### src/sv/o4rec_pkg.sv
// Shared types, constants and the microcode program of the order-4 recurrence core.
`timescale 1ns / 1ps

package o4rec_pkg;

    // Fixed field widths of the two channels.
    localparam int IN_W  = 31;
    localparam int OUT_W = 10;

    // Defaults for the top-level parameters.
    localparam int DEF_MODULUS    = 1009;
    localparam int DEF_INDEX_BITS = 31;

    // Matrix store: three slots of sixteen entries, addressed as {slot, row, column}.
    localparam int SLOT_W    = 2;
    localparam int ADDR_W    = SLOT_W + 4;
    localparam int MEM_DEPTH = 48;

    localparam logic [SLOT_W-1:0] SLOT_ACC  = 2'd0;
    localparam logic [SLOT_W-1:0] SLOT_BASE = 2'd1;
    localparam logic [SLOT_W-1:0] SLOT_FREE = 2'd2;

    // Sequencer step addresses.
    typedef enum logic [3:0] {
        S_FETCH = 4'd0,
        S_CHECK = 4'd1,
        S_INIT  = 4'd2,
        S_TEST  = 4'd3,
        S_MUL   = 4'd4,
        S_MWAIT = 4'd5,
        S_SHIFT = 4'd6,
        S_SQR   = 4'd7,
        S_SWAIT = 4'd8,
        S_LOOP  = 4'd9,
        S_FIN   = 4'd10,
        S_FWAIT = 4'd11,
        S_OUT   = 4'd12,
        S_DONE  = 4'd13,
        S_SMALL = 4'd14,
        S_SDONE = 4'd15
    } step_t;

    // Datapath operation of a control word.
    typedef enum logic [3:0] {
        OP_NONE      = 4'd0,
        OP_FETCH     = 4'd1,
        OP_INIT      = 4'd2,
        OP_MUL       = 4'd3,
        OP_SQR       = 4'd4,
        OP_FIN       = 4'd5,
        OP_SHIFT     = 4'd6,
        OP_OUT_SUM   = 4'd7,
        OP_OUT_SMALL = 4'd8
    } op_t;

    // Jump condition of a control word; when it is false the step counter advances.
    typedef enum logic [3:0] {
        C_NEVER     = 4'd0,
        C_ALWAYS    = 4'd1,
        C_NO_IN     = 4'd2,
        C_SMALL     = 4'd3,
        C_INIT_MORE = 4'd4,
        C_BIT_CLR   = 4'd5,
        C_BUSY      = 4'd6,
        C_EXP_DONE  = 4'd7,
        C_OUT_FULL  = 4'd8
    } cond_t;

    typedef struct packed {
        op_t   op;
        cond_t cond;
        step_t target;
    } ucw_t;

    // Tag that travels with each product term through the multiply pipeline.
    typedef struct packed {
        logic              first;
        logic              last;
        logic              fin;
        logic [ADDR_W-1:0] waddr;
    } tag_t;

    // The program. Waits are jumps to the same step.
    function automatic ucw_t ucode(input step_t s);
        ucw_t w;
        w = '{OP_NONE, C_NEVER, S_FETCH};
        unique case (s)
            S_FETCH: w = '{OP_FETCH,     C_NO_IN,     S_FETCH};
            S_CHECK: w = '{OP_NONE,      C_SMALL,     S_SMALL};
            S_INIT:  w = '{OP_INIT,      C_INIT_MORE, S_INIT};
            S_TEST:  w = '{OP_NONE,      C_BIT_CLR,   S_SHIFT};
            S_MUL:   w = '{OP_MUL,       C_NEVER,     S_FETCH};
            S_MWAIT: w = '{OP_NONE,      C_BUSY,      S_MWAIT};
            S_SHIFT: w = '{OP_SHIFT,     C_EXP_DONE,  S_FIN};
            S_SQR:   w = '{OP_SQR,       C_NEVER,     S_FETCH};
            S_SWAIT: w = '{OP_NONE,      C_BUSY,      S_SWAIT};
            S_LOOP:  w = '{OP_NONE,      C_ALWAYS,    S_TEST};
            S_FIN:   w = '{OP_FIN,       C_NEVER,     S_FETCH};
            S_FWAIT: w = '{OP_NONE,      C_BUSY,      S_FWAIT};
            S_OUT:   w = '{OP_OUT_SUM,   C_OUT_FULL,  S_OUT};
            S_DONE:  w = '{OP_NONE,      C_ALWAYS,    S_FETCH};
            S_SMALL: w = '{OP_OUT_SMALL, C_OUT_FULL,  S_SMALL};
            S_SDONE: w = '{OP_NONE,      C_ALWAYS,    S_FETCH};
        endcase
        return w;
    endfunction

    // Non-zero entries of the companion matrix, by {row, column}.
    function automatic logic is_companion(input logic [3:0] idx);
        logic r;
        r = (idx == 4'd3) || (idx == 4'd4) || (idx == 4'd9) || (idx == 4'd14)
            || (idx == 4'd15);
        return r;
    endfunction

endpackage

### src/sv/order4_recurrence_term_by_matrix_power_core.sv
// Top level: term n of t(i) = t(i-1) + t(i-4) by modular 4x4 matrix powering.
`timescale 1ns / 1ps

// Channel      Fields       Handshake
// ----------   ----------   -----------------------------------------
// term_index   term_index   term_index_valid / term_index_stall
// term_value   term_value   term_value_valid / term_value_stall
//
// Indices of 4 or less are answered directly. Larger indices take P matrix
// products of the square-and-multiply ladder (ones of n-4 plus its bit length
// less one, at most 60 for 31-bit indices). Each product is 64
// multiply-accumulate issues on the single shared multiply-reduce pipeline plus
// its drain. Reset clears the sequencer, the pipeline valid bits and the output
// valid bit; the matrix store is refilled by a 32-entry sweep for every index
// above 4. A new index is taken only in the fetch step, but the finished result
// waits in the output register, so the next transaction is taken while it is
// stalled.

module order4_recurrence_term_by_matrix_power_core
    import o4rec_pkg::*;
#(
    parameter int MODULUS    = DEF_MODULUS,
    parameter int INDEX_BITS = DEF_INDEX_BITS
)
(
    input  logic             clk,
    input  logic             rst_n,
    input  logic [IN_W-1:0]  term_index,
    input  logic             term_index_valid,
    output logic             term_index_stall,
    output logic [OUT_W-1:0] term_value,
    output logic             term_value_valid,
    input  logic             term_value_stall
);

    // Residue width, and the widths of the Barrett reduction.
    localparam int RW  = $clog2(MODULUS);
    localparam int PW  = 2 * RW;
    localparam int BW  = PW + RW + 1;
    localparam int DW  = PW + 2;
    localparam int RRW = RW + 2;
    localparam int NB  = (INDEX_BITS < IN_W) ? INDEX_BITS : IN_W;

    localparam longint unsigned MU_L = (64'd1 << PW) / MODULUS;
    localparam logic [RW:0]     MU       = MU_L[RW:0];
    localparam logic [RW:0]     MOD_W1   = (RW + 1)'(MODULUS);
    localparam logic [DW-1:0]   MOD_DW   = DW'(MODULUS);
    localparam logic [RRW-1:0]  MOD_R    = RRW'(MODULUS);
    localparam logic [RRW-1:0]  MOD2_R   = RRW'(2 * MODULUS);
    localparam logic [RW-1:0]   ONE_MOD  = RW'(1 % MODULUS);
    localparam logic [RW-1:0]   TWO_MOD  = RW'(2 % MODULUS);
    localparam logic [NB-1:0]   N_FOUR   = NB'(4);

    // ------------------------------------------------------------------
    // Sequencer state and control word decode.
    // ------------------------------------------------------------------
    step_t pc_reg, pc_next;
    ucw_t  ucw;
    logic [3:0] pc_inc;

    logic [NB-1:0]     exp_reg;
    logic              small_reg;
    logic              four_reg;
    logic [4:0]        init_cnt_reg;
    logic [SLOT_W-1:0] a_slot_reg, b_slot_reg, f_slot_reg;

    logic do_fetch, do_init, do_mul, do_sqr, do_fin, do_shift, do_out_sum, do_out_small;
    logic cond_true;
    logic in_fire, out_full, eng_busy;

    // Multiply-accumulate engine.
    logic              issuing_reg;
    logic [5:0]        cnt_reg;
    logic [SLOT_W-1:0] eng_x_reg, eng_y_reg, eng_w_reg;
    logic              eng_fin_reg;
    logic              issue_last;
    logic [1:0]        k_idx;
    logic [ADDR_W-1:0] ra0, ra1;
    tag_t              issue_tag;

    // Matrix store.
    logic [RW-1:0]     mem [0:MEM_DEPTH-1];
    logic [RW-1:0]     rd0_reg, rd1_reg;
    logic              we;
    logic [ADDR_W-1:0] waddr;
    logic [RW-1:0]     wdata;
    logic [RW-1:0]     init_data;

    // Pipeline stages: memory read, product, quotient estimate, remainder, corrected.
    logic m_valid_reg, p_valid_reg, q_valid_reg, r_valid_reg, c_valid_reg;
    tag_t m_tag_reg, p_tag_reg, q_tag_reg, r_tag_reg, c_tag_reg;

    logic [RW-1:0]  op_b;
    logic [PW-1:0]  prod_reg;
    logic [BW-1:0]  bq_full;
    logic [RW-1:0]  q_reg;
    logic [PW-1:0]  x_reg;
    logic [DW-1:0]  diff;
    logic [RRW-1:0] r_reg;
    logic [RW-1:0]  pr_reg;
    logic [RW:0]    acc_sum;
    logic [RW-1:0]  sum;
    logic [RW-1:0]  acc_reg;
    logic [RW-1:0]  result_reg;

    // Output register.
    logic             out_valid_reg;
    logic [RW-1:0]    term_value_reg;
    logic [RW+OUT_W-1:0] out_ext;

    logic [NB-1:0] n_in;

    assign n_in     = term_index[NB-1:0];
    assign in_fire  = term_index_valid && (pc_reg == S_FETCH);
    assign out_full = out_valid_reg && term_value_stall;
    assign eng_busy = issuing_reg || m_valid_reg || p_valid_reg || q_valid_reg
                      || r_valid_reg || c_valid_reg;

    assign term_index_stall = (pc_reg != S_FETCH);
    assign term_value_valid = out_valid_reg;
    assign out_ext          = {{OUT_W{1'b0}}, term_value_reg};
    assign term_value       = out_ext[OUT_W-1:0];

    // Control word outputs.
    always_comb
    begin
        ucw          = ucode(pc_reg);
        do_fetch     = 1'b0;
        do_init      = 1'b0;
        do_mul       = 1'b0;
        do_sqr       = 1'b0;
        do_fin       = 1'b0;
        do_shift     = 1'b0;
        do_out_sum   = 1'b0;
        do_out_small = 1'b0;
        unique case (ucw.op)
            OP_NONE:      ;
            OP_FETCH:     do_fetch     = in_fire;
            OP_INIT:      do_init      = 1'b1;
            OP_MUL:       do_mul       = 1'b1;
            OP_SQR:       do_sqr       = 1'b1;
            OP_FIN:       do_fin       = 1'b1;
            OP_SHIFT:     do_shift     = 1'b1;
            OP_OUT_SUM:   do_out_sum   = !out_full;
            OP_OUT_SMALL: do_out_small = !out_full;
            default:      ;
        endcase
    end

    // Next step: jump when the condition holds, else fall through.
    always_comb
    begin
        pc_inc = pc_reg + 4'd1;
        unique case (ucw.cond)
            C_NEVER:     cond_true = 1'b0;
            C_ALWAYS:    cond_true = 1'b1;
            C_NO_IN:     cond_true = !term_index_valid;
            C_SMALL:     cond_true = small_reg;
            C_INIT_MORE: cond_true = (init_cnt_reg != 5'd31);
            C_BIT_CLR:   cond_true = !exp_reg[0];
            C_BUSY:      cond_true = eng_busy;
            C_EXP_DONE:  cond_true = (exp_reg[NB-1:1] == '0);
            C_OUT_FULL:  cond_true = out_full;
            default:     cond_true = 1'b0;
        endcase
        pc_next = cond_true ? ucw.target : step_t'(pc_inc);
    end

    always_ff @(posedge clk or negedge rst_n)
    begin
        if (!rst_n)
        begin
            pc_reg       <= S_FETCH;
            init_cnt_reg <= '0;
            a_slot_reg   <= SLOT_ACC;
            b_slot_reg   <= SLOT_BASE;
            f_slot_reg   <= SLOT_FREE;
        end
        else
        begin
            pc_reg <= pc_next;
            if (do_fetch)
            begin
                init_cnt_reg <= '0;
                a_slot_reg   <= SLOT_ACC;
                b_slot_reg   <= SLOT_BASE;
                f_slot_reg   <= SLOT_FREE;
            end
            else if (do_init)
            begin
                init_cnt_reg <= init_cnt_reg + 5'd1;
            end
            else if (do_mul)
            begin
                // The product lands in the free slot, which becomes the accumulator.
                a_slot_reg <= f_slot_reg;
                f_slot_reg <= a_slot_reg;
            end
            else if (do_sqr)
            begin
                b_slot_reg <= f_slot_reg;
                f_slot_reg <= b_slot_reg;
            end
        end
    end

    always_ff @(posedge clk)
    begin
        if (do_fetch)
        begin
            exp_reg   <= n_in - N_FOUR;
            small_reg <= (n_in <= N_FOUR);
            four_reg  <= (n_in == N_FOUR);
        end
        else if (do_shift)
        begin
            exp_reg <= exp_reg >> 1;
        end
    end

    // ------------------------------------------------------------------
    // Issue side of the engine: one term X[i][k] * Y[k][j] per cycle. For the
    // closing dot product, X[k][3] is weighted by the start vector instead.
    // ------------------------------------------------------------------
    assign k_idx      = cnt_reg[1:0];
    assign issue_last = eng_fin_reg ? (k_idx == 2'd3) : (cnt_reg == 6'd63);

    always_comb
    begin
        if (eng_fin_reg)
        begin
            ra0 = {eng_x_reg, k_idx, 2'd3};
        end
        else
        begin
            ra0 = {eng_x_reg, cnt_reg[5:4], k_idx};
        end
        ra1             = {eng_y_reg, k_idx, cnt_reg[3:2]};
        issue_tag.first = (k_idx == 2'd0);
        issue_tag.last  = (k_idx == 2'd3);
        issue_tag.fin   = eng_fin_reg;
        issue_tag.waddr = {eng_w_reg, cnt_reg[5:4], cnt_reg[3:2]};
    end

    always_ff @(posedge clk or negedge rst_n)
    begin
        if (!rst_n)
        begin
            issuing_reg <= 1'b0;
            cnt_reg     <= '0;
            m_valid_reg <= 1'b0;
            p_valid_reg <= 1'b0;
            q_valid_reg <= 1'b0;
            r_valid_reg <= 1'b0;
            c_valid_reg <= 1'b0;
        end
        else
        begin
            if (do_mul || do_sqr || do_fin)
            begin
                issuing_reg <= 1'b1;
                cnt_reg     <= '0;
            end
            else if (issuing_reg)
            begin
                cnt_reg <= cnt_reg + 6'd1;
                if (issue_last)
                begin
                    issuing_reg <= 1'b0;
                end
            end
            m_valid_reg <= issuing_reg;
            p_valid_reg <= m_valid_reg;
            q_valid_reg <= p_valid_reg;
            r_valid_reg <= q_valid_reg;
            c_valid_reg <= r_valid_reg;
        end
    end

    always_ff @(posedge clk)
    begin
        if (do_mul)
        begin
            eng_x_reg   <= a_slot_reg;
            eng_y_reg   <= b_slot_reg;
            eng_w_reg   <= f_slot_reg;
            eng_fin_reg <= 1'b0;
        end
        else if (do_sqr)
        begin
            eng_x_reg   <= b_slot_reg;
            eng_y_reg   <= b_slot_reg;
            eng_w_reg   <= f_slot_reg;
            eng_fin_reg <= 1'b0;
        end
        else if (do_fin)
        begin
            eng_x_reg   <= a_slot_reg;
            eng_y_reg   <= a_slot_reg;
            eng_w_reg   <= f_slot_reg;
            eng_fin_reg <= 1'b1;
        end
    end

    // ------------------------------------------------------------------
    // Matrix store: one write port shared by the fill sweep and the engine,
    // two registered read ports.
    // ------------------------------------------------------------------
    always_comb
    begin
        if (init_cnt_reg[4])
        begin
            init_data = is_companion(init_cnt_reg[3:0]) ? ONE_MOD : '0;
        end
        else
        begin
            init_data = (init_cnt_reg[3:2] == init_cnt_reg[1:0]) ? ONE_MOD : '0;
        end

        if (do_init)
        begin
            we    = 1'b1;
            waddr = {init_cnt_reg[4] ? b_slot_reg : a_slot_reg, init_cnt_reg[3:0]};
            wdata = init_data;
        end
        else
        begin
            we    = c_valid_reg && c_tag_reg.last && !c_tag_reg.fin;
            waddr = c_tag_reg.waddr;
            wdata = sum;
        end
    end

    always_ff @(posedge clk)
    begin
        if (we)
        begin
            mem[waddr] <= wdata;
        end
        rd0_reg <= mem[ra0];
        rd1_reg <= mem[ra1];
    end

    // ------------------------------------------------------------------
    // Multiply and Barrett reduction: x = a * b, q ~ x * MU >> 2RW,
    // r = x - q * M lies below 3M and is brought under M by one of two subtracts.
    // ------------------------------------------------------------------
    assign op_b    = m_tag_reg.fin ? (m_tag_reg.last ? TWO_MOD : ONE_MOD) : rd1_reg;
    assign bq_full = BW'(prod_reg) * BW'(MU);
    assign diff    = DW'(x_reg) - DW'(q_reg) * MOD_DW;

    always_comb
    begin
        acc_sum = c_tag_reg.first ? {1'b0, pr_reg}
                                  : ({1'b0, acc_reg} + {1'b0, pr_reg});
        if (acc_sum >= MOD_W1)
        begin
            acc_sum = acc_sum - MOD_W1;
        end
        sum = acc_sum[RW-1:0];
    end

    always_ff @(posedge clk)
    begin
        m_tag_reg <= issue_tag;
        p_tag_reg <= m_tag_reg;
        q_tag_reg <= p_tag_reg;
        r_tag_reg <= q_tag_reg;
        c_tag_reg <= r_tag_reg;

        prod_reg <= PW'(rd0_reg) * PW'(op_b);
        q_reg    <= bq_full[PW +: RW];
        x_reg    <= prod_reg;
        r_reg    <= diff[RRW-1:0];

        priority if (r_reg >= MOD2_R)
        begin
            pr_reg <= RW'(r_reg - MOD2_R);
        end
        else if (r_reg >= MOD_R)
        begin
            pr_reg <= RW'(r_reg - MOD_R);
        end
        else
        begin
            pr_reg <= r_reg[RW-1:0];
        end

        if (c_valid_reg)
        begin
            acc_reg <= sum;
            if (c_tag_reg.last && c_tag_reg.fin)
            begin
                result_reg <= sum;
            end
        end
    end

    // ------------------------------------------------------------------
    // Output register.
    // ------------------------------------------------------------------
    always_ff @(posedge clk or negedge rst_n)
    begin
        if (!rst_n)
        begin
            out_valid_reg <= 1'b0;
        end
        else if (do_out_sum || do_out_small)
        begin
            out_valid_reg <= 1'b1;
        end
        else if (!term_value_stall)
        begin
            out_valid_reg <= 1'b0;
        end
    end

    always_ff @(posedge clk)
    begin
        if (do_out_sum)
        begin
            term_value_reg <= result_reg;
        end
        else if (do_out_small)
        begin
            term_value_reg <= four_reg ? TWO_MOD : ONE_MOD;
        end
    end

`ifndef NO_ASSERTIONS
    a_slots_distinct: assert property (@(posedge clk) disable iff (!rst_n)
        (a_slot_reg != b_slot_reg) && (a_slot_reg != f_slot_reg)
        && (b_slot_reg != f_slot_reg))
        else $error("matrix slot pointers overlap");

    a_start_idle: assert property (@(posedge clk) disable iff (!rst_n)
        (do_mul || do_sqr || do_fin) |-> !eng_busy)
        else $error("engine started while still busy");

    a_fill_idle: assert property (@(posedge clk) disable iff (!rst_n)
        do_init |-> !eng_busy)
        else $error("store fill collides with engine traffic");

    a_write_in_wait: assert property (@(posedge clk) disable iff (!rst_n)
        (c_valid_reg && c_tag_reg.last) |->
        ((pc_reg == S_MWAIT) || (pc_reg == S_SWAIT) || (pc_reg == S_FWAIT)))
        else $error("engine result retired outside a wait step");

    a_result_settled: assert property (@(posedge clk) disable iff (!rst_n)
        do_out_sum |-> (!eng_busy && $past(pc_reg) == S_FWAIT || $past(pc_reg) == S_OUT))
        else $error("result loaded before the dot product finished");
`endif

endmodule
### config.mk
export PLATFORM = sky130hd
export DESIGN_NAME = order4_recurrence_term_by_matrix_power_core
export DESIGN_NICKNAME = d
export VERILOG_FILES = /design/src/sv/o4rec_pkg.sv /design/src/sv/order4_recurrence_term_by_matrix_power_core.sv
export SDC_FILE = /design/constraint.sdc
export NUM_CORES = 1
export LEC_CHECK = 0
export BUFFER_PORTS_ARGS = -buffer_cell sky130_fd_sc_hd__buf_2
export CAP_MARGIN = 10
export CORE_ASPECT_RATIO = 1.4
export CORE_MARGIN = 1.5
export CORE_UTILIZATION = 40
export DETAILED_ROUTE_END_ITERATION = 12
export PLACE_DENSITY = 0.63
export REMOVE_ABC_BUFFERS = 1
export SLEW_MARGIN = 20
export SYNTH_ARGS = -nofsm -noshare
export SYNTH_HDL_FRONTEND = slang
export SYNTH_SLANG_ARGS = --single-unit
export TNS_END_PERCENT = 1
### constraint.sdc
create_clock -name clk -period 9.8 [get_ports clk]
set_clock_uncertainty 0.2 [all_clocks]
set_input_delay 0.98 -clock clk [delete_from_list [all_inputs] [get_ports clk]]
set_output_delay 0.98 -clock clk [all_outputs]
set_load 0.01 [all_outputs]
==> results.json, run 1 <==
{
  "drt_iter0_drc": 1758,
  "dieWidth_um": 267.9,
  "critPathArrivalTime_ns": 6.46,
  "clockBufferDepth": 3,
  "grt_setup_unrepaired": "no",
  "mostFrequentLayoutCell": "edfxtp_1",
  "critPathMaxFanout": 11,
  "final_max_slew_viol_count": 0,
  "num_rows": 135,
  "hold_slack_ns": 0.1205,
  "final_cell_mix": "edfxtp_1 (549), nand2_1 (250), mux4_2 (221)",
  "hold_path_end": "p_tag_reg[4]",
  "final_area_um2": 43700,
  "wl_mm": 97.76,
  "r2r-start": "m_tag_reg[6]",
  "antenna_found_initial": 0,
  "start_util": 0.4045,
  "min_from": "m_tag_reg[4]",
  "wl_per_cell_um": 22.51,
  "cts_tree": "built",
  "cts.sinks": 707,
  "cp-end-kind": "flop",
  "numCtsBuffers": 72,
  "port_buffers": 46,
  "clk_latency_ns": 0.65,
  "yosysWarnings": 0,
  "final_layout_size_suffix_gt1_frac": 0.1696,
  "hold_buffers": 0,
  "drc": 0,
  "cts_setup_buffers": 0,
  "postSynthCellCount": 2939,
  "holdPathStages": 0,
  "synthDistinctLibCells": 78,
  "diodes": 0,
  "ys.flop_type": "edfxtp_1",
  "cp-start-kind": "flop",
  "ctsResizeCount": 0,
  "dp_hpwl_mm": 64.71,
  "grt_max_degree": 87,
  "grt_pass1_vias": 25230,
  "die_y_um": 373.8,
  "grt_pass1_wl_mm": 149.9,
  "grtUsageTotal": 0.1992,
  "hold_viol_final": 0,
  "vias": 24290,
  "dieArea_um2": 100100,
  "core-area_um2": 97120,
  "ys_seq_elements": 707,
  "tightest_slew_ns": 1.080,
  "reg2reg_depth": 18,
  "async_flop_share": 0.03960,
  "synth_edf_count": 549,
  "critPathRequiredTime_ns": 10.12,
  "maxSlewHeadroom": 0.2800,
  "post_dp_cell_area_um2": 41310,
  "fin_crit_ns": 6.149,
  "cts_htree_levels": 3,
  "period_share": 0.6274,
  "area_growth_pct": 11.23,
  "reg2reg_to": "prod_reg[19]",
  "hold_path.class": "reg -> reg",
  "routabilityCongestion": 0.8546,
  "fin_nets": 3358,
  "totalNegativeSetupSlack_ns": 0,
  "cap_violations": 0,
  "grt_overflow": 0,
  "largest_reg_flops": 480,
  "clkTransAtPathRegs_ns": 0.07,
  "setup_viol": 0,
  "viasPerCell": 5.592,
  "status": "finished, final reports clean",
  "cts-root-buf": "clkbuf_16",
  "regToRegSetupSlack_ns": 3.65,
  "syn_avg_cell_area_um2": 13.37,
  "crit_type": "reg -> reg",
  "yosysSeqAreaShare": 0.5038,
  "first_pass_iters": 5,
  "final_antenna_net_count": 0,
  "max_freq_mhz": 162.6,
  "ios": 47,
  "netlist_area_um2": 39290
}
## worst max-delay path, cell delays in order (launching register included)
cell	delay (ns)
dfxtp_1	0.42
nor2b_1	0.57
nand2_1	0.16
fa_1	0.53
inv_1	0.05
fa_1	0.51
inv_1	0.06
fa_1	0.52
inv_1	0.04
fa_1	0.47
inv_1	0.04
fa_1	0.47
inv_1	0.04
ha_1	0.31
o21a_1	0.14
a2111oi_1	0.55
o31ai_1	0.28
a41o_1	0.31
a311o_1	0.35
## layer usage
| metal | track usage | wire [um] | vias up |
|---|---|---|---|
| met1 | 0.2263 | 35950 | 12270 |
| met2 | 0.3558 | 51130 | 730 |
| li1 | - | - | 11060 |
| met4 | 0.1135 | 5621 | 0 |
| met3 | 0.02745 | 5066 | 232 |
| met5 | 0 | 0 | - |
## synthesized netlist by cell type, types with 12 or more instances
| cell type | number | share of area |
|---|---|---|
| nand2b_1 | 16 | 0.0025 |
| inv_1 | 210 | 0.020 |
| nor3_1 | 29 | 0.0037 |
| clkbuf_1 | 101 | 0.0096 |
| fa_1 | 134 | 0.068 |
| dfrtp_1 | 26 | 0.017 |
| o21a_1 | 15 | 0.0029 |
| a311oi_1 | 12 | 0.0027 |
| edfxtp_1 | 549 | 0.42 |
| nand3_1 | 22 | 0.0028 |
| mux2i_1 | 80 | 0.020 |
| o221ai_1 | 41 | 0.0091 |
| dfxtp_1 | 130 | 0.066 |
| buf_1 | 18 | 0.0017 |
| nand2_1 | 250 | 0.024 |
| nor2b_1 | 35 | 0.0056 |
| nand3b_1 | 12 | 0.0023 |
| and2_1 | 82 | 0.013 |
| xor2_1 | 31 | 0.0069 |
| a21o_1 | 22 | 0.0042 |
| buf_2 | 26 | 0.0033 |
| o21ai_0 | 174 | 0.022 |
| ha_1 | 203 | 0.065 |
| nor2_1 | 170 | 0.016 |
| mux4_2 | 221 | 0.13 |
| a211oi_1 | 41 | 0.0078 |
| nor4_1 | 18 | 0.0029 |
| a21oi_1 | 51 | 0.0065 |
| a31oi_1 | 21 | 0.0033 |
| xnor2_1 | 60 | 0.013 |
## stage by stage
| stage | util | setup slack, ns | std cells |
|---|---|---|---|
| after CTS | 0.4497 | 3.589 | 4343 |
| after floorplan | - | 2.119 | 2792 |
| final | 0.4499 | 3.651 | 4344 |
| after global placement | 0.4253 | 3.653 | 4212 |
| after detailed placement | 0.4253 | 3.586 | 4212 |
| after global routing | 0.4499 | 3.285 | 4344 |
## final cells by class
| class | instances | area (um^2) |
|---|---|---|
| clock inverters | 47 | 470.5 |
| clock buffers | 84 | 1899 |
| flip-flops and latches | 707 | 19810 |
| inverters | 211 | 792.0 |
| well taps | 1301 | 1628 |
| repair buffers | 120 | 798.3 |
| fillers | 8625 | 53430 |
| multi-input cells | 1874 | 18300 |
## cells by family (layout without fill, tap and decap cells)
group,after synthesis,count (layout),share of synthesized area
muxes,312,312,0.1503
xor gates and xnor gates,91,91,0.02029
AOI/OAI and AO/OA,454,454,0.07593
adders and majority gates,337,337,0.1329
and+or+nand+nor,680,680,0.08134
DFF,707,707,0.5038
buffers and inverters,358,462,0.03541
## worst max-delay path by stage
| stage | start | endpoint | slack, ns | cells after the start |
|---|---|---|---|---|
| finish | m_tag_reg[6] | prod_reg[19] | 3.65 | 18 |
| global route | m_tag_reg[6] | prod_reg[19] | 3.28 | 19 |
| detailed placement | m_tag_reg[6] | prod_reg[19] | 3.59 | 18 |
| global placement | m_tag_reg[6] | prod_reg[19] | 3.65 | 18 |
| floorplan | cnt_reg[0] | rd0_reg[0] | 2.12 | 5 |
| CTS | m_tag_reg[6] | prod_reg[19] | 3.59 | 18 |
Power of run 1 is left out: the tool's default activity adds up to more than one toggle a clock period on the data nets, which glitch-free logic cannot reach.
==> inputs of run 2 (changes only) <==
--- a/config.mk
+++ b/config.mk
@@ -11,7 +11,7 @@
 export CORE_MARGIN = 1.5
 export CORE_UTILIZATION = 40
 export DETAILED_ROUTE_END_ITERATION = 12
-export PLACE_DENSITY = 0.63
+export PLACE_DENSITY = 0.65
 export REMOVE_ABC_BUFFERS = 1
 export SLEW_MARGIN = 20
 export SYNTH_ARGS = -nofsm -noshare
==> constraint.sdc (replaced) <==
create_clock -name clk -period 5.5 [get_ports clk]
set_clock_uncertainty 0.2 [all_clocks]
set_input_delay 0.55 -clock clk [delete_from_list [all_inputs] [get_ports clk]]
set_output_delay 0.55 -clock clk [all_outputs]
set_load 0.01 [all_outputs]
==> run 2 against run 1 <==
  * First-iteration DRC count rose by 5.9%
  * Die area did not move
  * Flip-flop and latch count did not move
  * Non-clock buffer count rose by 56
  * Global-route usage rose by 0.15 points
  * Count of clock-buffer cells in the layout rose by 7
  * Wire length rose by 0.85%
  * Via count rose by 1.8%
  * Critical path depth rose by 2
==> results.json, run 2 (synthesis results as in run 1) <==
{
  "maxSlewHeadroom": 0.2639,
  "grt_overflow": 0,
  "drt_iter0_drc": 1861,
  "fin_nets": 3413,
  "cts-root-buf": "clkbuf_16",
  "numCtsBuffers": 71,
  "area_growth_pct": 12.76,
  "critPathRequiredTime_ns": 5.84,
  "max_freq_mhz": 188.3,
  "vias": 24740,
  "final_layout_size_suffix_gt1_frac": 0.1868,
  "core-area_um2": 97120,
  "critPathArrivalTime_ns": 5.65,
  "cp-start-kind": "flop",
  "routabilityCongestion": 0.8719,
  "largest_reg_flops": 480,
  "r2r-start": "m_tag_reg[6]",
  "reg2reg_to": "prod_reg[19]",
  "hold_viol_final": 0,
  "drc": 0,
  "grt_pass1_vias": 25740,
  "setup_viol": 0,
  "viasPerCell": 5.622,
  "cts.sinks": 707,
  "final_antenna_net_count": 0,
  "cts_htree_levels": 3,
  "min_from": "term_index[30]",
  "hold_path_end": "exp_reg[30]",
  "cts_tree": "built",
  "antenna_found_initial": 0,
  "final_cell_mix": "edfxtp_1 (549), nand2_1 (248), mux4_2 (221)",
  "reg2reg_depth": 20,
  "mostFrequentLayoutCell": "edfxtp_1",
  "start_util": 0.4045,
  "port_buffers": 46,
  "status": "finished, final reports clean",
  "critPathLaunch": "m_tag_reg[6]",
  "cap_violations": 0,
  "crit_type": "reg -> reg",
  "grt_pass1_wl_mm": 151.5,
  "clk_latency_ns": 0.67,
  "dieWidth_um": 267.9,
  "final_area_um2": 44300,
  "holdPathStages": 3,
  "dp_hpwl_mm": 67.52,
  "grt_setup_unrepaired": "no",
  "dieArea_um2": 100100,
  "die_y_um": 373.8,
  "ios": 47,
  "grt_max_degree": 83,
  "final_max_slew_viol_count": 0,
  "period_share": 0.9656,
  "wl_per_cell_um": 22.41,
  "first_pass_iters": 7,
  "cp-end-kind": "flop",
  "regToRegSetupSlack_ns": 0.19,
  "diodes": 0,
  "grtUsageTotal": 0.2007,
  "tightest_slew_ns": 1.081,
  "clkTransAtPathRegs_ns": 0.06,
  "hold_path.class": "in -> reg",
  "num_rows": 135,
  "fin_crit_ns": 5.311,
  "wl_mm": 98.60,
  "clockBufferDepth": 3,
  "post_dp_cell_area_um2": 41750,
  "critPathMaxFanout": 10
}
[run 2: cell types whose count changed in the layout (fill, tap and decap cells not counted), sizes merged]
cell | previous run | this run
buf | 120 | 173
bufinv | 5 | 3
clkbuf | 84 | 91
clkinv | 26 | 30
clkinvlp | 9 | 1
dlygate4sd3 | 0 | 3
inv | 218 | 217
[run 2: worst max path at each step]
| stage | endpoint | slack, ns | cells past startpoint |
|---|---|---|---|
| after floorplan | rd0_reg[0] | -2.18 | 5 |
| after global placement | prod_reg[19] | 0.008 | 20 |
| after detailed placement | prod_reg[19] | -0.02 | 21 |
| after CTS | prod_reg[19] | 0.06 | 20 |
| after global routing | prod_reg[19] | 0.006 | 18 |
| final | prod_reg[19] | 0.19 | 20 |
[run 2: layout make-up]
class | count | area, um^2
multi-input cells | 1874 | 18400
clock inverters | 40 | 379.1
well taps | 1301 | 1628
flip-flops and latches | 707 | 19810
fillers | 8541 | 52830
inverters | 211 | 793.3
repair buffers | 176 | 1287
clock buffers | 91 | 1997
[run 2: worst max-delay path, stage by stage (launching register included)]
cell and delay [ns]:
dfxtp_4 0.36, buf_12 0.14, nor2b_4 0.13, buf_6 0.13, nand2_1 0.06, fa_1 0.51
inv_2 0.04, fa_1 0.45, ha_1 0.32, fa_1 0.50, inv_1 0.06, fa_1 0.47
inv_1 0.06, ha_4 0.21, o21a_1 0.17, o21a_1 0.21, a2111oi_4 0.35, buf_4 0.18
o31ai_4 0.08, a41o_1 0.21, a311o_1 0.34
[run 2: stage by stage]
step	util	worst slack (ns)	instances	hold slack, ns	TNS (ns)
6_report	0.4561	0.1894	4400	0.04969	0
5_1_grt	0.4561	0.006340	4400	0.05383	0
4_1_cts	0.4547	0.06002	4396	0.01241	0
3_5_place_dp	0.4298	-0.02009	4262	0.1121	-0.02009
3_3_place_gp	0.4298	0.008173	4262	0.1112	0
2_1_floorplan	-	-2.181	2792	0.05441	-31.94
[run 2: repair_timing]
item,4_1_cts,5_1_grt
hold buffers,3,0
endpoints found under the hold margin,28,0
buffers inserted,0,4
resized for setup,2,23
pin swaps,0,6
setup endpoints to repair,2,4
[run 2: routing by layer]
| metal | routed length [um] | part of all wire | GRT usage | up-vias |
|---|---|---|---|---|
| li1 | - | - | - | 11150 |
| met1 | 36140 | 0.37 | 0.2314 | 12530 |
| met2 | 51050 | 0.52 | 0.3548 | 812 |
| met3 | 6064 | 0.062 | 0.03067 | 250 |
| met4 | 5344 | 0.054 | 0.1093 | 0 |
| met5 | 0 | 0 | 0 | - |
Power of run 2 is left out for the same reason.
